### src/design/vesp_pkg.sv
// Shared constants, codes and interface types of the escape sequence parser.
`timescale 1ns / 1ps

package vesp_pkg;

    // String buffer geometry.
    localparam int BUF_DEPTH = 32;
    localparam int ADDR_W    = $clog2(BUF_DEPTH);
    localparam int LEN_W     = $clog2(BUF_DEPTH + 1);

    // Bytes with a fixed meaning to the parser.
    localparam logic [7:0] CH_ESC   = 8'h1b;
    localparam logic [7:0] CH_DCS   = 8'h50;
    localparam logic [7:0] CH_CSI   = 8'h5b;
    localparam logic [7:0] CH_OSC   = 8'h5d;
    localparam logic [7:0] CH_CAN   = 8'h18;
    localparam logic [7:0] CH_SUB   = 8'h1a;
    localparam logic [7:0] CH_COLON = 8'h3a;
    localparam logic [7:0] CH_DEL   = 8'h7f;

    typedef enum logic [3:0] {
        MODE_GROUND,
        MODE_DCS,
        MODE_DCS_INT,
        MODE_DCS_PAR,
        MODE_DCS_PASS,
        MODE_DCS_IGN,
        MODE_OSC,
        MODE_CSI,
        MODE_CSI_INT,
        MODE_CSI_PAR,
        MODE_CSI_IGN
    } t_mode;

    typedef enum logic [2:0] {
        EV_PRINT,
        EV_CSI,
        EV_DCS_HDR,
        EV_DCS_BYTE,
        EV_DCS_END,
        EV_OSC
    } t_event;

    // What comes first among the results of one input byte.
    typedef enum logic [1:0] {
        HEAD_NONE,
        HEAD_DCS_END,
        HEAD_STRING
    } t_head;

    typedef enum logic [1:0] {
        OSEL_DIRECT,
        OSEL_TAIL,
        OSEL_STREAM
    } t_out_sel;

    typedef enum logic [1:0] {
        ST_IDLE,
        ST_FETCH,
        ST_SEND,
        ST_TAIL
    } t_state;

    // Controller to datapath.
    typedef struct packed {
        logic     accept;
        logic     rd_first;
        logic     rd_next;
        logic     out_load;
        t_out_sel out_sel;
        logic     out_last;
        logic     out_pop;
    } t_dp_cmd;

    // Datapath to controller.
    typedef struct packed {
        t_head head;
        logic  head_empty;
        logic  tail;
        logic  tail_pend;
        logic  str_last;
        logic  out_valid;
    } t_dp_sts;

endpackage

### src/design/vesp_ram.sv
// Generic single write port, single read port RAM with a registered read.
`timescale 1ns / 1ps

module vesp_ram #(
    parameter int WIDTH = 8,
    parameter int DEPTH = 32
) (
    input  logic                     i_clk,
    input  logic                     i_wr_en,
    input  logic [$clog2(DEPTH)-1:0] i_wr_addr,
    input  logic [WIDTH-1:0]         i_wr_data,
    input  logic                     i_rd_en,
    input  logic [$clog2(DEPTH)-1:0] i_rd_addr,
    output logic [WIDTH-1:0]         o_rd_data
);

    logic [WIDTH-1:0] r_mem [DEPTH];
    logic [WIDTH-1:0] r_rd_data;

    always_ff @(posedge i_clk) begin
        if (i_wr_en) begin
            r_mem[i_wr_addr] <= i_wr_data;
        end
        if (i_rd_en) begin
            r_rd_data <= r_mem[i_rd_addr];
        end
    end

    assign o_rd_data = r_rd_data;

endmodule

### src/design/vesp_dp.sv
// Datapath: parser state, byte decode, string buffer, stream counter and output register.
`timescale 1ns / 1ps

module vesp_dp import vesp_pkg::*; (
    input  logic       i_clk,
    input  logic       i_rst_n,
    input  logic [7:0] i_input_byte,
    input  t_dp_cmd    i_cmd,
    output t_dp_sts    o_sts,
    output logic [2:0] o_event_kind,
    output logic [7:0] o_data_byte,
    output logic       o_byte_valid,
    output logic       o_last_of_run,
    output logic       o_string_overflow
);

    // Parser state.
    t_mode             r_mode, n_mode;
    logic              r_esc, n_esc;
    logic [LEN_W-1:0]  r_len, n_len;
    logic              r_ovf, n_ovf;

    // Decode of the current byte.
    logic              c_ctl, c_inter, c_param, c_fin, c_digit, c_high;
    logic              v_put, v_go, v_csi_fin, v_tail;
    t_mode             v_go_mode;
    t_event            v_tail_kind;
    logic [LEN_W-1:0]  v_len;
    logic              v_ovf;
    t_head             v_head;
    t_event            v_head_kind;
    logic [LEN_W-1:0]  v_head_len;
    logic              v_head_ovf;
    logic              w_wr_en;

    // Latched for streaming and the trailing result.
    t_event            r_str_kind;
    logic [LEN_W-1:0]  r_str_len;
    logic              r_str_ovf;
    logic              r_tail;
    t_event            r_tail_kind;
    logic [7:0]        r_tail_byte;
    logic [ADDR_W-1:0] r_idx;
    logic [ADDR_W-1:0] w_rd_addr;
    logic [7:0]        w_rd_data;

    // Output register.
    logic              r_out_valid;
    t_event            r_out_kind;
    logic [7:0]        r_out_byte;
    logic              r_out_bvalid;
    logic              r_out_last;
    logic              r_out_ovf;

    always_comb begin
        c_ctl   = (i_input_byte < 8'h20);
        c_inter = (i_input_byte inside {[8'h20:8'h2f]});
        c_param = (i_input_byte inside {[8'h30:8'h3f]});
        c_fin   = (i_input_byte inside {[8'h40:8'h7e]});
        c_digit = (i_input_byte inside {[8'h30:8'h39], 8'h3b});
        c_high  = i_input_byte[7];
    end

    // Action decode of one byte against the current mode.
    always_comb begin
        v_put       = 1'b0;
        v_go        = 1'b0;
        v_go_mode   = MODE_GROUND;
        v_csi_fin   = 1'b0;
        v_tail      = 1'b0;
        v_tail_kind = EV_PRINT;
        n_esc       = r_esc;
        if (i_input_byte == CH_ESC) begin
            n_esc = 1'b1;
        end else if (r_esc) begin
            n_esc = 1'b0;
            v_go  = 1'b1;
            case (i_input_byte)
                CH_DCS:  v_go_mode = MODE_DCS;
                CH_CSI:  v_go_mode = MODE_CSI;
                CH_OSC:  v_go_mode = MODE_OSC;
                default: v_go_mode = MODE_GROUND;
            endcase
        end else if (i_input_byte == CH_CAN || i_input_byte == CH_SUB) begin
            // Forced return to ground; ground then prints the byte.
            v_go   = 1'b1;
            v_tail = 1'b1;
        end else begin
            case (r_mode)
                MODE_GROUND: begin
                    v_tail = 1'b1;
                end
                MODE_DCS: begin
                    if (c_inter) begin
                        v_put = 1'b1; v_go = 1'b1; v_go_mode = MODE_DCS_INT;
                    end else if (i_input_byte == CH_COLON) begin
                        v_go = 1'b1; v_go_mode = MODE_DCS_IGN;
                    end else if (c_param) begin
                        v_put = 1'b1; v_go = 1'b1; v_go_mode = MODE_DCS_PAR;
                    end else if (c_fin) begin
                        v_put = 1'b1; v_go = 1'b1; v_go_mode = MODE_DCS_PASS;
                    end
                end
                MODE_DCS_INT: begin
                    if (c_inter) begin
                        v_put = 1'b1;
                    end else if (c_param) begin
                        v_go = 1'b1; v_go_mode = MODE_DCS_IGN;
                    end else if (c_fin) begin
                        v_put = 1'b1; v_go = 1'b1; v_go_mode = MODE_DCS_PASS;
                    end
                end
                MODE_DCS_PAR: begin
                    if (c_inter) begin
                        v_put = 1'b1; v_go = 1'b1; v_go_mode = MODE_DCS_INT;
                    end else if (c_digit) begin
                        v_put = 1'b1;
                    end else if (c_param) begin
                        v_go = 1'b1; v_go_mode = MODE_DCS_IGN;
                    end else if (c_fin) begin
                        v_put = 1'b1; v_go = 1'b1; v_go_mode = MODE_DCS_PASS;
                    end
                end
                MODE_DCS_PASS: begin
                    if (i_input_byte != CH_DEL) begin
                        v_tail = 1'b1; v_tail_kind = EV_DCS_BYTE;
                    end
                end
                MODE_OSC: begin
                    v_put = !c_ctl;
                end
                MODE_CSI: begin
                    if (c_ctl) begin
                        v_tail = 1'b1;
                    end else if (c_inter) begin
                        v_put = 1'b1; v_go = 1'b1; v_go_mode = MODE_CSI_INT;
                    end else if (i_input_byte == CH_COLON) begin
                        v_go = 1'b1; v_go_mode = MODE_CSI_IGN;
                    end else if (c_param) begin
                        v_put = 1'b1; v_go = 1'b1; v_go_mode = MODE_CSI_PAR;
                    end else if (c_fin) begin
                        v_tail = 1'b1; v_tail_kind = EV_CSI; v_go = 1'b1;
                    end
                end
                MODE_CSI_INT: begin
                    if (c_ctl) begin
                        v_tail = 1'b1;
                    end else if (c_inter) begin
                        v_put = 1'b1;
                    end else if (c_param) begin
                        v_go = 1'b1; v_go_mode = MODE_CSI_IGN;
                    end else if (c_fin) begin
                        v_put = 1'b1; v_csi_fin = 1'b1; v_go = 1'b1;
                    end
                end
                MODE_CSI_PAR: begin
                    if (c_ctl) begin
                        v_tail = 1'b1;
                    end else if (c_inter) begin
                        v_put = 1'b1; v_go = 1'b1; v_go_mode = MODE_CSI_INT;
                    end else if (c_digit) begin
                        v_put = 1'b1;
                    end else if (c_param) begin
                        v_go = 1'b1; v_go_mode = MODE_CSI_IGN;
                    end else if (c_fin) begin
                        v_put = 1'b1; v_csi_fin = 1'b1; v_go = 1'b1;
                    end
                end
                MODE_CSI_IGN: begin
                    if (c_ctl) begin
                        v_tail = 1'b1;
                    end else if (c_fin || c_high) begin
                        v_go = 1'b1;
                    end
                end
                default: begin
                end
            endcase
        end
    end

    // Buffer append, string emission and the exit and entry actions of a mode change.
    always_comb begin
        v_len       = r_len;
        v_ovf       = r_ovf;
        w_wr_en     = 1'b0;
        v_head      = HEAD_NONE;
        v_head_kind = EV_OSC;
        v_head_len  = r_len;
        v_head_ovf  = r_ovf;
        n_mode      = r_mode;
        if (v_put) begin
            if (r_len < LEN_W'(BUF_DEPTH)) begin
                w_wr_en = 1'b1;
                v_len   = r_len + LEN_W'(1);
            end else begin
                v_ovf = 1'b1;
            end
        end
        if (v_csi_fin) begin
            v_head      = HEAD_STRING;
            v_head_kind = EV_CSI;
            v_head_len  = v_len;
            v_head_ovf  = v_ovf;
            v_len       = '0;
            v_ovf       = 1'b0;
        end
        if (v_go) begin
            if (r_mode == MODE_DCS_PASS) begin
                v_head = HEAD_DCS_END;
            end else if (r_mode == MODE_OSC) begin
                v_head      = HEAD_STRING;
                v_head_kind = EV_OSC;
                v_head_len  = v_len;
                v_head_ovf  = v_ovf;
                v_len       = '0;
                v_ovf       = 1'b0;
            end
            if (v_go_mode == MODE_GROUND) begin
                v_len = '0;
                v_ovf = 1'b0;
            end else if (v_go_mode == MODE_DCS_PASS) begin
                v_head      = HEAD_STRING;
                v_head_kind = EV_DCS_HDR;
                v_head_len  = v_len;
                v_head_ovf  = v_ovf;
                v_len       = '0;
                v_ovf       = 1'b0;
            end
            n_mode = v_go_mode;
        end
        n_len = v_len;
        n_ovf = v_ovf;
    end

    vesp_ram #(
        .WIDTH (8),
        .DEPTH (BUF_DEPTH)
    ) u_buf (
        .i_clk     (i_clk),
        .i_wr_en   (w_wr_en && i_cmd.accept),
        .i_wr_addr (r_len[ADDR_W-1:0]),
        .i_wr_data (i_input_byte),
        .i_rd_en   (i_cmd.rd_first || i_cmd.rd_next),
        .i_rd_addr (w_rd_addr),
        .o_rd_data (w_rd_data)
    );

    assign w_rd_addr = i_cmd.rd_first ? '0 : r_idx + ADDR_W'(1);

    always_ff @(posedge i_clk) begin
        if (!i_rst_n) begin
            r_mode      <= MODE_GROUND;
            r_esc       <= 1'b0;
            r_len       <= '0;
            r_ovf       <= 1'b0;
            r_tail      <= 1'b0;
            r_out_valid <= 1'b0;
        end else begin
            if (i_cmd.accept) begin
                r_mode <= n_mode;
                r_esc  <= n_esc;
                r_len  <= n_len;
                r_ovf  <= n_ovf;
                r_tail <= v_tail;
            end
            if (i_cmd.out_load) begin
                r_out_valid <= 1'b1;
            end else if (i_cmd.out_pop) begin
                r_out_valid <= 1'b0;
            end
        end
    end

    always_ff @(posedge i_clk) begin
        if (i_cmd.accept) begin
            r_str_kind  <= v_head_kind;
            r_str_len   <= v_head_len;
            r_str_ovf   <= v_head_ovf;
            r_tail_kind <= v_tail_kind;
            r_tail_byte <= i_input_byte;
        end
        if (i_cmd.rd_first) begin
            r_idx <= '0;
        end else if (i_cmd.rd_next) begin
            r_idx <= r_idx + ADDR_W'(1);
        end
        if (i_cmd.out_load) begin
            r_out_last <= i_cmd.out_last;
            case (i_cmd.out_sel)
                OSEL_DIRECT: begin
                    case (v_head)
                        HEAD_DCS_END: begin
                            r_out_kind   <= EV_DCS_END;
                            r_out_byte   <= 8'h00;
                            r_out_bvalid <= 1'b0;
                            r_out_ovf    <= 1'b0;
                        end
                        HEAD_STRING: begin
                            r_out_kind   <= v_head_kind;
                            r_out_byte   <= 8'h00;
                            r_out_bvalid <= 1'b0;
                            r_out_ovf    <= v_head_ovf;
                        end
                        default: begin
                            r_out_kind   <= v_tail_kind;
                            r_out_byte   <= i_input_byte;
                            r_out_bvalid <= 1'b1;
                            r_out_ovf    <= 1'b0;
                        end
                    endcase
                end
                OSEL_TAIL: begin
                    r_out_kind   <= r_tail_kind;
                    r_out_byte   <= r_tail_byte;
                    r_out_bvalid <= 1'b1;
                    r_out_ovf    <= 1'b0;
                end
                default: begin
                    r_out_kind   <= r_str_kind;
                    r_out_byte   <= w_rd_data;
                    r_out_bvalid <= 1'b1;
                    r_out_ovf    <= r_str_ovf;
                end
            endcase
        end
    end

    always_comb begin
        o_sts.head       = v_head;
        o_sts.head_empty = (v_head_len == '0);
        o_sts.tail       = v_tail;
        o_sts.tail_pend  = r_tail;
        o_sts.str_last   = ((LEN_W'(r_idx) + LEN_W'(1)) == r_str_len);
        o_sts.out_valid  = r_out_valid;
    end

    assign o_event_kind      = r_out_kind;
    assign o_data_byte       = r_out_byte;
    assign o_byte_valid      = r_out_bvalid;
    assign o_last_of_run     = r_out_last;
    assign o_string_overflow = r_out_ovf;

endmodule

### src/design/vesp_ctrl.sv
// Controller: sequences the results of each accepted byte onto the output register.
`timescale 1ns / 1ps

module vesp_ctrl import vesp_pkg::*; (
    input  logic    i_clk,
    input  logic    i_rst_n,
    input  logic    i_in_valid,
    input  logic    i_out_stall,
    input  t_dp_sts i_sts,
    output t_dp_cmd o_cmd,
    output logic    o_in_stall
);

    t_state r_state, n_state;
    logic   w_out_ready;

    // The output register can take a result when empty or when its result leaves now.
    assign w_out_ready = !i_sts.out_valid || !i_out_stall;
    assign o_in_stall  = !((r_state == ST_IDLE) && w_out_ready);

    always_ff @(posedge i_clk) begin
        if (!i_rst_n) begin
            r_state <= ST_IDLE;
        end else begin
            r_state <= n_state;
        end
    end

    always_comb begin
        n_state       = r_state;
        o_cmd         = '0;
        o_cmd.out_sel = OSEL_DIRECT;
        // The result in the output register leaves at this edge.
        o_cmd.out_pop = i_sts.out_valid && !i_out_stall;
        case (r_state)
            ST_IDLE: begin
                if (i_in_valid && w_out_ready) begin
                    o_cmd.accept = 1'b1;
                    case (i_sts.head)
                        HEAD_NONE: begin
                            o_cmd.out_load = i_sts.tail;
                            o_cmd.out_last = 1'b1;
                        end
                        HEAD_DCS_END: begin
                            o_cmd.out_load = 1'b1;
                            o_cmd.out_last = !i_sts.tail;
                            if (i_sts.tail) begin
                                n_state = ST_TAIL;
                            end
                        end
                        HEAD_STRING: begin
                            if (i_sts.head_empty) begin
                                o_cmd.out_load = 1'b1;
                                o_cmd.out_last = !i_sts.tail;
                                if (i_sts.tail) begin
                                    n_state = ST_TAIL;
                                end
                            end else begin
                                n_state = ST_FETCH;
                            end
                        end
                        default: begin
                        end
                    endcase
                end
            end
            ST_FETCH: begin
                o_cmd.rd_first = 1'b1;
                n_state        = ST_SEND;
            end
            ST_SEND: begin
                if (w_out_ready) begin
                    o_cmd.out_load = 1'b1;
                    o_cmd.out_sel  = OSEL_STREAM;
                    o_cmd.out_last = i_sts.str_last && !i_sts.tail_pend;
                    if (!i_sts.str_last) begin
                        o_cmd.rd_next = 1'b1;
                    end else begin
                        n_state = i_sts.tail_pend ? ST_TAIL : ST_IDLE;
                    end
                end
            end
            ST_TAIL: begin
                if (w_out_ready) begin
                    o_cmd.out_load = 1'b1;
                    o_cmd.out_sel  = OSEL_TAIL;
                    o_cmd.out_last = 1'b1;
                    n_state        = ST_IDLE;
                end
            end
            default: begin
                n_state = ST_IDLE;
            end
        endcase
    end

endmodule

### src/design/vt_escape_sequence_parser.sv
// Top level of the terminal escape sequence parser.
//
//   channel   direction   handshake                     payload
//   in        request in  i_in_valid / o_in_stall       i_input_byte
//   out       result out  o_out_valid / i_out_stall     o_event_kind, o_data_byte,
//                                                       o_byte_valid, o_last_of_run,
//                                                       o_string_overflow
//
// A byte that causes at most one result, or nothing, is taken without holding off the
// input, so plain text passes at one byte per cycle when the output does not stall. A
// byte that closes a non-empty string of N buffered bytes holds the input for a buffer
// read, one byte per cycle from its single read port unless stalled, then any print.
// Reset is synchronous and active low; the buffer needs no clearing pass after reset.
// A stall on the output holds the output register and, while a result waits there,
// also stalls the input.
//
// Results of one request leave in order; the last of them carries o_last_of_run.
`timescale 1ns / 1ps

module vt_escape_sequence_parser import vesp_pkg::*; (
    input  logic       i_clk,
    input  logic       i_rst_n,
    input  logic       i_in_valid,
    output logic       o_in_stall,
    input  logic [7:0] i_input_byte,
    output logic       o_out_valid,
    input  logic       i_out_stall,
    output logic [2:0] o_event_kind,
    output logic [7:0] o_data_byte,
    output logic       o_byte_valid,
    output logic       o_last_of_run,
    output logic       o_string_overflow
);

    t_dp_cmd w_cmd;
    t_dp_sts w_sts;

    // The controller owns sequencing: when a request is taken, when the buffer is read
    // and which source feeds the output register.
    vesp_ctrl u_ctrl (
        .i_clk       (i_clk),
        .i_rst_n     (i_rst_n),
        .i_in_valid  (i_in_valid),
        .i_out_stall (i_out_stall),
        .i_sts       (w_sts),
        .o_cmd       (w_cmd),
        .o_in_stall  (o_in_stall)
    );

    // The datapath holds the parser mode, the escape flag, the string buffer with its
    // length and overflow flag, and the output register.
    vesp_dp u_dp (
        .i_clk             (i_clk),
        .i_rst_n           (i_rst_n),
        .i_input_byte      (i_input_byte),
        .i_cmd             (w_cmd),
        .o_sts             (w_sts),
        .o_event_kind      (o_event_kind),
        .o_data_byte       (o_data_byte),
        .o_byte_valid      (o_byte_valid),
        .o_last_of_run     (o_last_of_run),
        .o_string_overflow (o_string_overflow)
    );

    assign o_out_valid = w_sts.out_valid;

    // A request is never taken while a result sits blocked in the output register.
    a_no_accept_when_blocked: assert property (@(posedge i_clk) disable iff (!i_rst_n)
        (i_in_valid && !o_in_stall) |-> !(o_out_valid && i_out_stall))
        else $error("request taken while output blocked");

    // The output register is only loaded when its current result is gone or leaving.
    a_load_when_free: assert property (@(posedge i_clk) disable iff (!i_rst_n)
        w_cmd.out_load |-> (!o_out_valid || !i_out_stall))
        else $error("output register overwritten");

    // A request that closes a non-empty string holds off the next request.
    a_string_blocks_input: assert property (@(posedge i_clk) disable iff (!i_rst_n)
        (w_cmd.accept && w_sts.head == HEAD_STRING && !w_sts.head_empty) |=> o_in_stall)
        else $error("input open during string stream");

endmodule

### config.mk
export PLATFORM = sky130hd
export DESIGN_NAME = vt_escape_sequence_parser
export DESIGN_NICKNAME = d
export VERILOG_FILES = /design/src/design/vesp_pkg.sv /design/src/design/vesp_ram.sv /design/src/design/vesp_dp.sv /design/src/design/vesp_ctrl.sv /design/src/design/vt_escape_sequence_parser.sv
export SDC_FILE = /design/constraint.sdc
export NUM_CORES = 1
export LEC_CHECK = 0
export BUFFER_PORTS_ARGS = -buffer_cell sky130_fd_sc_hd__buf_4
export CORE_ASPECT_RATIO = 1.4
export CORE_UTILIZATION = 35
export CTS_BUF_LIST = sky130_fd_sc_hd__clkbuf_8
export DETAILED_ROUTE_END_ITERATION = 16
export HOLD_SLACK_MARGIN = 0.1
export PLACE_DENSITY = 0.56
export SYNTH_ARGS = -nofsm -noshare
export SYNTH_HDL_FRONTEND = slang
export SYNTH_SLANG_ARGS = --single-unit
### constraint.sdc
create_clock -name i_clk -period 4.45 [get_ports i_clk]
set_input_delay 0.2225 -clock i_clk [delete_from_list [all_inputs] [get_ports i_clk]]
set_output_delay 0.2225 -clock i_clk [all_outputs]
set_load 0.1 [all_outputs]
* Word level (Yosys, flattened, before mapping)
Memories as Yosys holds them, arrays and structs flattened. A register that Yosys moved wholly into a read port is not among the register bits.
Index checks and enable logic that the tools add are counted.
** Word-level totals
- Flip-flop bits (word level) :: 56
- Memory bits (writable) :: 256
- Memories :: 1
- Output and inout bits :: 16
** Memory list
- u_dp.u_buf.r_mem :: words 32, width 8, rd ports 1, clocked after Yosys merged registers in 1, wr ports 1, RTL line vesp_ram.sv:17 : logic [WIDTH-1:0] r_mem [DEPTH];
** Operators by class
- $lt $le $gt $ge :: 9
- Add/sub/neg operators :: 3
- Mux-type cells :: 163
- Eq/ne operators :: 31
- Reduce and logical (&&, ||, !) cells :: 31
** Operators by type and width (count)
- two-way mux 4 bit :: 21
- two-way mux 6 bit :: 14
- two-way mux 1 bit :: 79
- two-way mux 3 bit :: 14
- two-way mux 2 bit :: 14
- equality test 8 x 5 -> 1 bit (second input constant) :: 3
- equality test 8 x 7 -> 1 bit (second input constant) :: 3
- less-or-equal comparator 8 x 6 -> 1 bit (second input constant) :: 3
- one-hot mux 4 bit (6 select lines) :: 1
- one-hot mux 3 bit (2 select lines) :: 3
- equality test 4 x 3 -> 1 bit (second input constant) :: 4
- equality test 8 x 6 -> 1 bit (second input constant) :: 2
- >= comparator 8 x 6 -> 1 bit (second input constant) :: 2
- one-hot mux 8 bit (2 select lines) :: 1
- one-hot mux 1 bit (7 select lines) :: 2
- equality test 4 bit (second input constant) :: 3
- one-hot mux 1 bit (3 select lines) :: 4
- two-way mux 5 bit :: 2
- logical AND 1 bit :: 9
- one-hot mux 3 bit (3 select lines) :: 1
- equality test 4 x 2 -> 1 bit (second input constant) :: 2
- >= comparator 8 x 7 -> 1 bit (second input constant) :: 1
- less-or-equal comparator 8 x 7 -> 1 bit (second input constant) :: 1
- logical NOT 4 bit :: 2
- other kinds (27) :: 46

* Depth between registers and ports, before layout
Gate-level depths: netlist of run 1.
- Depth after elaboration :: 24
- Gate-level depth with buffers :: 17
- Depth with buffers taken out :: 15

* Hierarchy
A second synthesis of run 1 with hierarchy kept.
** Unflattened totals
- Cell total of the unflattened synthesis :: 831
- Area total of the unflattened synthesis :: 13838.3 um^2
** Modules (own cells, without submodules)
- vesp_ram :: instances 1, cells each 417, area an instance 10133.5 um^2
- vesp_dp :: instances 1, cells each 377, area an instance 3462.1 um^2
- vesp_ctrl :: instances 1, cells each 37, area an instance 242.7 um^2

* Least setup slack after synthesis of run 1
OpenSTA, ideal clock, no wires.
- Path type :: register -> register
- Start :: register u_dp.r_mode[1]
- End :: register u_ctrl.r_state[0]
- Path buffers :: 1
- Library setup time :: 0.117 ns
- Path slack :: 1.401 ns
- Data arrival time :: 2.932 ns
- Stages on the path, launching flop included :: 16
- Cells stage by stage :: dfxtp_1 buf_4 or3_1 o31a_1 o32ai_2 o31ai_4 inv_2 nand2_1 ha_1 inv_1 a21o_1 a21oi_1 a21oi_1 mux2_2 nand2_1 a21oi_1
** Between the ends
- Longest elaborated chain between the ends :: 17
** Ends and longest elaborated chain
- start: declaration :: RTL line vesp_dp.sv:18 : t_mode r_mode, n_mode;
- start signal: assignment :: RTL line vesp_dp.sv:261 : r_mode <= n_mode;
- equality test 4 bit (tied with other cells) :: RTL line vesp_dp.sv:89 : case (r_mode)
- one-hot mux 1 bit (7 select lines) :: RTL line vesp_dp.sv:89
- two-way mux 1 bit :: RTL line vesp_dp.sv:84 : end else if (i_input_byte == CH_CAN || i_input_byte == CH_SUB) begin
- two-way mux 1 bit :: RTL line vesp_dp.sv:75 : end else if (r_esc) begin
- two-way mux 1 bit :: RTL line vesp_dp.sv:73 : if (i_input_byte == CH_ESC) begin
- two-way mux 6 bit :: RTL line vesp_dp.sv:192 : if (v_put) begin
- two-way mux 6 bit :: RTL line vesp_dp.sv:200 : if (v_csi_fin) begin
- two-way mux 6 bit :: RTL line vesp_dp.sv:211 : end else if (r_mode == MODE_OSC) begin
- two-way mux 6 bit :: RTL line vesp_dp.sv:209 : if (r_mode == MODE_DCS_PASS) begin
- two-way mux 6 bit :: RTL line vesp_dp.sv:222 : end else if (v_go_mode == MODE_DCS_PASS) begin
- two-way mux 6 bit :: RTL line vesp_dp.sv:219 : if (v_go_mode == MODE_GROUND) begin
- two-way mux 6 bit :: RTL line vesp_dp.sv:208 : if (v_go) begin
- logical NOT 6 bit :: RTL line vesp_dp.sv:331 : o_sts.head_empty = (v_head_len == '0);
- two-way mux 2 bit :: RTL line vesp_ctrl.sv:52 : if (i_sts.head_empty) begin
- one-hot mux 2 bit (2 select lines) :: RTL line vesp_ctrl.sv:39 : case (i_sts.head)
- two-way mux 2 bit :: RTL line vesp_ctrl.sv:37 : if (i_in_valid && w_out_ready) begin
- one-hot mux 2 bit (4 select lines) :: RTL line vesp_ctrl.sv:35 : case (r_state)
- end signal: assignment :: RTL line vesp_ctrl.sv:25 : r_state <= n_state;
- end: declaration :: RTL line vesp_ctrl.sv:14 : t_state r_state, n_state;
Several ways; a longest one is shown, not always the timed one. The select of a mux whose other input is x is not followed.
A chain may end at the register's enable or synchronous reset.

==> results of run 1 <==
-- metrics by stage --
step                cells  utilization, %
floorplan            1161               -
global placement     1714            38.0
detailed placement   1714            38.0
CTS                  1813            40.4
global route         1813            40.4
finish               1813            40.4
-- final cells by class --
class | instances | area (um^2)
well taps | 540 | 676
fillers | 3941 | 24500
multi-input cells | 742 | 4800
repair buffers | 101 | 808
clock buffers | 49 | 674
clock inverters | 40 | 228
flip-flops and latches | 319 | 9370
inverters | 22 | 82.6
-- synthesized netlist by cell type (8+ instances only) --
library cell    n  area (um^2)
clkbuf_1       56          210
inv_1          19         71.3
mux4_2          8          180
nand2_1       133          499
mux2i_1        38          380
buf_1           8         30.0
xnor2_1        11         96.3
a31oi_1        26          163
and3_1          9         56.3
nor3_1         14         70.1
a311oi_1       23          201
or3_1          10         62.6
edfxtp_1      298         8950
ha_1            9          113
nand3_1        39          195
o221ai_1       10         87.6
nor2b_1        27          169
and2_1         12         75.1
o21ai_0        52          260
a21oi_1        65          325
nor2_1         85          319
dfxtp_1        21          420
a211oi_1       21          158
mux2_2         27          304
-- report_power, final --
group / internal, uW / leakage (uW) / switching (uW)
Clock: 1110 / 0.000516 / 1180
Combinational: 1060 / 0.00218 / 2440
Sequential: 3530 / 0.00287 / 131
-- flip-flops by register name, indices dropped and copies added (netlist names) --
| register | cells |
|---|---|
| u_dp.o_last_of_run | 1 |
| u_dp.o_data_byte | 8 |
| u_dp.r_str_len | 6 |
| u_dp.r_out_valid | 1 |
| u_dp.r_idx | 5 |
| u_dp.u_buf.o_rd_data | 8 |
| u_dp.r_tail | 1 |
| u_dp.r_str_kind | 3 |
| u_dp.r_esc | 1 |
| u_dp.r_tail_byte | 8 |
| u_dp.o_string_overflow | 1 |
| u_dp.r_str_ovf | 1 |
| u_dp.r_len | 6 |
| u_dp.o_event_kind | 3 |
| u_dp.r_mode | 4 |
| u_dp.r_tail_kind | 2 |
| u_dp.r_ovf | 1 |
| u_dp.o_byte_valid | 1 |
| u_ctrl.r_state | 2 |
| u_dp.u_buf.r_mem | 256 |
-- logic make-up after synthesis --
family                     after synthesis
AOI/OAI and AO/OA                      260
xor gates and xnor gates                16
adders and majority gates                9
buffers and inverters                  100
DFF                                    319
muxes                                   73
and+or+nand+nor                        384
-- worst max-delay path: stages (launching register included) --
cell and delay, ns:
dfxtp_1 0.72, buf_4 0.28, and3b_1 0.17, o2111ai_1 0.12, o31a_1 0.16, o32ai_2 0.49, o31ai_4 0.12, inv_2 0.13
nand2_1 0.10, inv_1 0.15, ha_1 0.20, inv_1 0.05, nor2_1 0.14, o21ai_0 0.11, nand3_1 0.51
-- worst max path at each step --
stage                          startpoint                   to  cells after the start
after floorplan            u_dp.r_mode[1]    u_ctrl.r_state[0]                     15
after global placement     u_dp.r_mode[1]  u_dp.o_data_byte[1]                     14
after detailed placement  i_input_byte[2]  u_dp.o_data_byte[4]                     14
after CTS                  u_dp.r_mode[1]  u_dp.o_data_byte[5]                     14
after global routing       u_dp.r_mode[1]  u_dp.o_data_byte[0]                     10
final                      u_dp.r_mode[1]  u_dp.o_data_byte[5]                     14
-- layer usage --
layer	GRT usage, %	share of wire (%)	up-vias
met4	8.49	3.9	0
met1	22.5	40	4801
met5	0	0	-
met3	2.22	4.8	85
li1	-	-	4562
met2	32.6	51	304
==> impl_metrics.yaml, run 1 <==
status:
  outcome: "finished, final reports clean"
drt:
  viasPerCell: 5.38
  drc_errors: 0
  drt_iter0_markers: 644
  dr.pass1.iters: 6
  wl_per_cell_um: 21.5
  vias: 9752
  routed_wl_um: 38900
  drtAntennaViolNets: 0
pwr:
  power_density_nw_per_um2: 567
  ir_worst_vdd_mv: 0.375
  fin_total_pwr_uw: 9440
  power.leakage_uw: 0.00556
floorplanning:
  die_w_um: 174
  initial_utilization_pct: 35.4
  core_um2: 41200
  placementRows: 88
  io_pins: 28
  die_y_um: 243
  die_area_um2: 42500
clocking:
  postCtsResizedCells: 0
  cts_buffers: 49
  insertion_delay_ns: 0.63
  cts_setup_buffers: 0
  numClockSinks: 319
  clk_path_buf_depth: 3
  root_buffer: "clkbuf_8"
  path_clk_slew_ns: 0.07
  cts_tree: "yes"
  cts_htree_levels: 2
  cts_hold_buf: 10
critical_path:
  cp_data_arrival_time_ns: 4.09
  r2r_slack_ns: 0.61
  r2r-end: "u_dp.o_data_byte[5]"
  startpoint_type: "flip-flop"
  rr_worst_depth: 14
  cp.required_ns: 4.70
  endpoint_kind: "flip-flop"
  r2r-start: "u_dp.r_mode[1]"
  crit_type: "flip-flop to flip-flop"
  crit_fanout: 19
cells_and_area:
  final_cell_mix: "edfxtp_1 (298), nand2_1 (132), buf_4 (89)"
  nets: 1256
  drive_above_1_share_pct: 17.5
  final_common_cell: "edfxtp_1"
  final_area_um2: 16600
  num_antenna_cells: 0
  syn_to_final_growth_pct: 14.2
logic_synthesis:
  synth_cells: 1161
  yosys_warnings: 0
  synth-simple-area-share_pct: 13.0
  syn-num-nets: 1182
  ys_seq_area_share_pct: 64.3
  synth_top_family_by_area: "simple AND/OR/NAND/NOR gates"
  synthArstFlopShare_pct: 0
  synth_cell_types: 91
  ys_ff_latch: 319
  synth-main-ff-cell: "edfxtp_1"
  netlist_area_um2: 14600
  synth.area.mux_share_pct: 5.93
  synth-compound-area-share_pct: 12.2
  syn_avg_cell_area_um2: 12.6
  synth_xor_area_share_pct: 0.961
  synth_edf_count: 298
  synth_fa_ha_area_share_pct: 0.772
grt:
  grt_usage_pct: 18.5
  grt_first_pass_wirelength_um: 59600
  antenna_found_initial: 0
  grt_overflow: 0
  grt_max_degree: 51
  grt_pass1_vias: 9964
timing:
  tightest_slew_ns: 0.810
  fin_skew_ns: 0.0556
  setup_slack_ns: 0.608
  slew_headroom_pct: 46.0
  hold_viol: 0
  period_share_pct: 86.3
  slew_violations: 0
  tns_ns: 0
  fmax_mhz: 260
  finalSetupViolCount: 0
  grt_setup_unrepaired: "false"
  whs_ns: 0.283
  finalWorstPathRequiredPeriod_ns: 3.84
min_path:
  whs_path_depth: 2
  hold_path.class: "input port to flip-flop"
  holdPathEnd: "u_dp.u_buf.r_mem[2][5]"
  hold_start: "i_input_byte[5]"
place:
  gp_congestion: 0.881
  numPortBuffers: 27
  place_hpwl_um: 25700
  dpl_worst_slack_ns: 0.596
  placedInstanceArea_um2: 15600
flow_run:
  drv_cap: 0
Power figures use the tool's default switching activity.
==> inputs of run 2 (changes only) <==
Settings changed: CAP_MARGIN set to 5, REMOVE_ABC_BUFFERS set to 1.
==> run 2 against run 1 <==
Against the previous run: cell area fell by 0.57%; highest routed layer unchanged; via count fell by 1.2%; non-clock buffer count fell by 10; total power fell by 1.2%; critical path depth rose by 1; setup slack got worse by 0.11 ns; fmax fell by 2.7%; clock power barely moved.
==> impl_metrics.yaml, run 2 (synthesized netlist as in run 1, its figures left out) <==
cells_and_area:
  syn_to_final_growth_pct: 13.5
  largest_reg_flops: 256
  max_flop_register: "u_dp.u_buf.r_mem"
  final_common_cell: "edfxtp_1"
  drive_above_1_share_pct: 17.0
  finalNonFillerCells: 1801
  final_cell_mix: "edfxtp_1 (298), nand2_1 (132), nor2_1 (84)"
  nets: 1245
pwr:
  fin_total_pwr_uw: 9320
  power_density_nw_per_um2: 563
  ir_worst_vdd_mv: 0.337
  power.leakage_uw: 0.00549
grt:
  grt_overflow: 0
  grt_first_pass_wirelength_um: 57300
  grt_max_degree: 48
  antenna_found_initial: 1
  grt_pass1_vias: 9831
  grt_usage_pct: 17.7
timing:
  fin_skew_ns: 0.0373
  setup_slack_ns: 0.500
  finalWorstPathRequiredPeriod_ns: 3.95
  whs_ns: 0.147
  period_share_pct: 88.8
  hold_viol: 0
  grt_setup_unrepaired: "false"
  finalSetupViolCount: 0
  slew_headroom_pct: 12.8
  slew_violations: 0
  tightest_slew_ns: 1.29
  tns_ns: 0
  fmax_mhz: 253
floorplanning:
  placementRows: 88
  core_um2: 41200
  die_y_um: 243
  die_w_um: 174
  die_area_um2: 42500
  io_pins: 28
  initial_utilization_pct: 35.4
drt:
  wl_met2_um: 20400
  wl_per_cell_um: 20.7
  drtAntennaViolNets: 0
  drt-met1-wl_um: 13900
  route.met3.wl_um: 1310
  drt_iter0_markers: 637
  dr.pass1.iters: 7
  viasPerCell: 5.35
  routed_wl_um: 37200
  vias: 9632
  top_layer: "met4"
  drc_errors: 0
clocking:
  cts_htree_levels: 2
  cts_tree: "yes"
  insertion_delay_ns: 0.60
  clk_path_buf_depth: 3
  cts_buffers: 48
  root_buffer: "clkbuf_8"
  numClockSinks: 319
  path_clk_slew_ns: 0.07
  postCtsResizedCells: 0
critical_path:
  crit_type: "input port to flip-flop"
  cp_data_arrival_time_ns: 4.15
  startpoint_type: "input port"
  crit_fanout: 27
  endpoint_kind: "flip-flop"
  cp.required_ns: 4.65
place:
  place_hpwl_um: 24500
  gp_congestion: 0.895
  dpl_worst_slack_ns: 0.567
  numPortBuffers: 27
  dp_cells: 1707
min_path:
  hold_path.class: "input port to flip-flop"
status:
  outcome: "finished, final reports clean"
flow_run:
  drv_cap: 0
==> run 2: changes by cell type in the layout (fill, tap and decap cells not counted), sizes merged <==
cell | previous run | this run
clkinv | 22 | 26
clkinvlp | 1 | 0
dlygate4sd3 | 10 | 7
bufinv | 1 | 2
buf | 91 | 84
inv | 38 | 31
diode | 0 | 1
==> run 2: path summary, 6_finish.rpt <==
check,end,slack (ns),from,depth (start not counted)
worst max-delay path,u_dp.o_event_kind[0],0.50,i_input_byte[6],15
worst min-delay path,u_dp.u_buf.r_mem[21][0],0.15,i_input_byte[0],1
worst max register to register,u_dp.o_event_kind[0],0.60,u_dp.r_mode[1],9
worst min register to register,u_dp.r_idx[1],0.53,u_dp.r_idx[1],2
==> run 2: power breakdown <==
part,switching [uW],internal [uW]
clock network,1130,1150
registers,130,3530
logic,2360,1030
total,3620,5710
==> run 2: timing repair <==
item / 4_1_cts / 5_1_grt
buffers inserted: 0 / 0
setup endpoints to repair: 0 / 0
hold buffers: 7 / 0
hold endpoints to repair: 54 / 0
==> run 2: layout make-up <==
class / count / area (um^2)
sequential: 319 / 9370
antenna: 1 / 2.50
clock buffer: 49 / 674
inverter: 22 / 82.6
fill: 4000 / 24600
clock inverter: 37 / 218
timing repair buffer: 91 / 713
tap: 540 / 676
multi-input combinational: 742 / 4810
==> run 2: through the flow <==
| stage | instance area, um^2 | utilization [%] |
|---|---|---|
| 6_report | 16500 | 40.2 |
| 5_1_grt | 16500 | 40.2 |
| 4_1_cts | 16500 | 40.2 |
| 3_5_place_dp | 15600 | 37.8 |
| 3_3_place_gp | 15600 | 37.8 |
| 2_1_floorplan | 14200 | - |
==> run 2: routing by layer <==
| metal | up-vias | track usage [%] |
|---|---|---|
| li1 | 4540 | - |
| met1 | 4764 | 19.4 |
| met2 | 238 | 33.0 |
| met3 | 90 | 2.26 |
| met4 | 0 | 9.06 |
| met5 | - | 0 |
==> run 2: worst max-delay path, cell delays in order <==
cell           delay [ns]
dlygate4sd3_1        0.58
buf_4                0.29
buf_4                0.38
nand4bb_1            0.22
a21oi_1              0.17
o22ai_1              0.16
a31o_4               0.27
o31ai_4              0.30
inv_2                0.12
nand2_1              0.13
ha_1                 0.24
inv_1                0.10
nor3_1               0.20
nand4_1              0.15
nand3_1              0.59
==> inputs of run 3 (changes only) <==
Settings changed: ABC_AREA set to 1.
==> run 3 against run 2 <==
Against the previous run: critical path depth is 7 higher; setup slack improved by 0.43 ns; global-route usage increased by 1.4 points; clock skew grew 0.0030 ns; fmax grew 12%; combinational power is 50% higher; sequential power rose by 2%; largest cell class unchanged; first-iteration DRC count is 4.1% lower; worst hold slack got worse by 0.040 ns; synthesized area shrank 4.5%.
==> impl_metrics.yaml, run 3 <==
status:
  outcome: "finished, final reports clean"
clocking:
  cts_tree: "yes"
  postCtsResizedCells: 0
  root_buffer: "clkbuf_8"
  clk_path_buf_depth: 3
  cts_hold_buf: 9
  insertion_delay_ns: 0.59
  cts_setup_buffers: 0
  numClockSinks: 319
  cts_htree_levels: 2
  cts_buffers: 47
  path_clk_slew_ns: 0.07
drt:
  wl_met2_um: 19900
  routed_wl_um: 37800
  drt_iter0_markers: 611
  dr.pass1.iters: 4
  drc_errors: 0
  top_layer: "met4"
  route.met3.wl_um: 1560
  wl_per_cell_um: 20.1
  viasPerCell: 5.21
  vias: 9783
  drt-met1-wl_um: 14600
  drtAntennaViolNets: 0
cells_and_area:
  drive_above_1_share_pct: 12.8
  num_antenna_cells: 0
  final_area_um2: 15900
  syn_to_final_growth_pct: 14.3
  regArea_um2: 9370
  max_flop_register: "u_dp.u_buf.r_mem"
  final_common_cell: "edfxtp_1"
  nets: 1335
  num-fill-cells: 3767
  largest_reg_flops: 256
  final_cell_mix: "edfxtp_1 (298), nor2_1 (246), nand2_1 (129)"
  multi_input_area_um2: 4050
floorplanning:
  initial_utilization_pct: 35.4
  die_y_um: 238
  die_area_um2: 40600
  placementRows: 86
  core_um2: 39300
  io_pins: 28
  die_w_um: 171
place:
  place_hpwl_um: 24700
  gp_congestion: 0.887
  placedInstanceArea_um2: 14900
  numPortBuffers: 27
timing:
  slew_headroom_pct: 30.5
  finalWorstPathRequiredPeriod_ns: 3.52
  finalSetupViolCount: 0
  fmax_mhz: 284
  hold_viol: 0
  period_share_pct: 79.1
  whs_ns: 0.106
  slew_violations: 0
  grt_setup_unrepaired: "false"
  fin_skew_ns: 0.0403
  tightest_slew_ns: 1.03
logic_synthesis:
  synth_common_cells: "edfxtp_1 (298), nor2_1 (249), nand2_1 (129)"
  syn_avg_cell_area_um2: 11.2
  synth.area.top_cells: "edfxtp_1 (64%), nor2_1 (6.7%), o21ai_0 (4.3%)"
  yosys.area.top_type: "edfxtp_1"
  synth_edf_count: 298
  yosys_warnings: 0
  synth_most_common_cell: "edfxtp_1"
  synth-main-ff-cell: "edfxtp_1"
  synthArstFlopShare_pct: 0
  synth_cell_types: 51
  ys_ff_latch: 319
  netlist_area_um2: 13900
  synth_cells: 1243
  ys_seq_area_share_pct: 67.3
  synth_top_area_share_pct: 64.3
grt:
  grt_pass1_vias: 9741
  grt_usage_pct: 19.1
  grt_first_pass_wirelength_um: 57500
  antenna_found_initial: 0
  grt_max_degree: 89
  grt_overflow: 0
pwr:
  fin_total_pwr_uw: 11000
  power.leakage_uw: 0.00558
  power_density_nw_per_um2: 695
  ir_worst_vdd_mv: 0.595
critical_path:
  endpoint_kind: "flip-flop"
  cp_data_arrival_time_ns: 3.74
  path_cells: "dlygate4sd3_1 -> buf_4 -> inv_1 -> nand2_1 -> nor2_2 -> inv_1 -> nand2_2 -> nand2_1 -> nand2_1 -> inv_1 -> nand2_1 -> nand2_1 -> nand3_1 -> nand3_2 -> nand2_4 -> nor2_2 -> inv_1 -> ha_1 -> nand3_1 -> nand3_1 -> nand2_1 -> nand2_1"
  cp.required_ns: 4.67
  critical_path.slowest_cell: "dlygate4sd3_1"
  crit_fanout: 36
  crit_top_cell: "nand2_1"
  crit_type: "input port to flip-flop"
  slowest_delay_ns: 0.54
  startpoint_type: "input port"
flow_run:
  drv_cap: 0
min_path:
  hold_path.class: "input port to flip-flop"
[run 3: final timing paths]
path	startpoint	endpoint	depth (start not counted)	slack, ns
worst max-delay path	i_input_byte[6]	u_dp.o_data_byte[0]	22	0.93
worst min-delay path	i_input_byte[2]	u_dp.u_buf.r_mem[20][2]	1	0.11
worst max register to register	u_dp.r_mode[0]	u_dp.o_data_byte[6]	14	1.14
worst min register to register	u_dp.r_ovf	u_dp.r_ovf	2	0.47
[run 3: per-layer routing]
metal | up-vias | track usage [%]
met5 | - | 0
met2 | 254 | 34.6
met3 | 89 | 2.69
li1 | 4625 | -
met4 | 0 | 9.96
met1 | 4815 | 21.6
[run 3: through the flow]
step                util, %  instances  TNS, ns  worst slack [ns]
finish                 40.5       1878        0             0.930
global route           40.5       1878        0             0.570
CTS                    40.5       1878        0             0.970
detailed placement     38.1       1784        0             0.895
global placement       38.1       1784        0             0.932
floorplan                 -       1183   -17.74             -2.05
[run 3: critical path: cells and delay by family]
kind / cells / cell delay (ns)
buffers and inverters: 6 / 1.21
and+or+nand+nor: 15 / 1.98
adders and majority gates: 1 / 0.26
[run 3: cell type report]
type	count	area share [%]
clock buffer	48	4.15
timing repair buffer	82	4.17
tap	528	4.15
sequential	319	58.9
multi-input combinational	785	25.4
clock inverter	37	1.31
inverter	79	1.87
[run 3: logic make-up after synthesis]
group                      Yosys count  share of synthesized area (%)
DFF                                319                           67.3
AOI/OAI and AO/OA                  277                           12.5
buffers and inverters              139                           3.81
and+or+nand+nor                    490                           15.1
xor gates and xnor gates             9                          0.566
adders and majority gates            9                          0.809
[run 3: power breakdown]
group | internal (uW) | total (uW) | switching [uW] | leakage [uW]
Combinational | 1340 | 5070 | 3740 | 0.00223
Clock | 1120 | 2240 | 1120 | 0.000484
Sequential | 3620 | 3730 | 114 | 0.00287
Total | 6080 | 11000 | 4970 | 0.00558
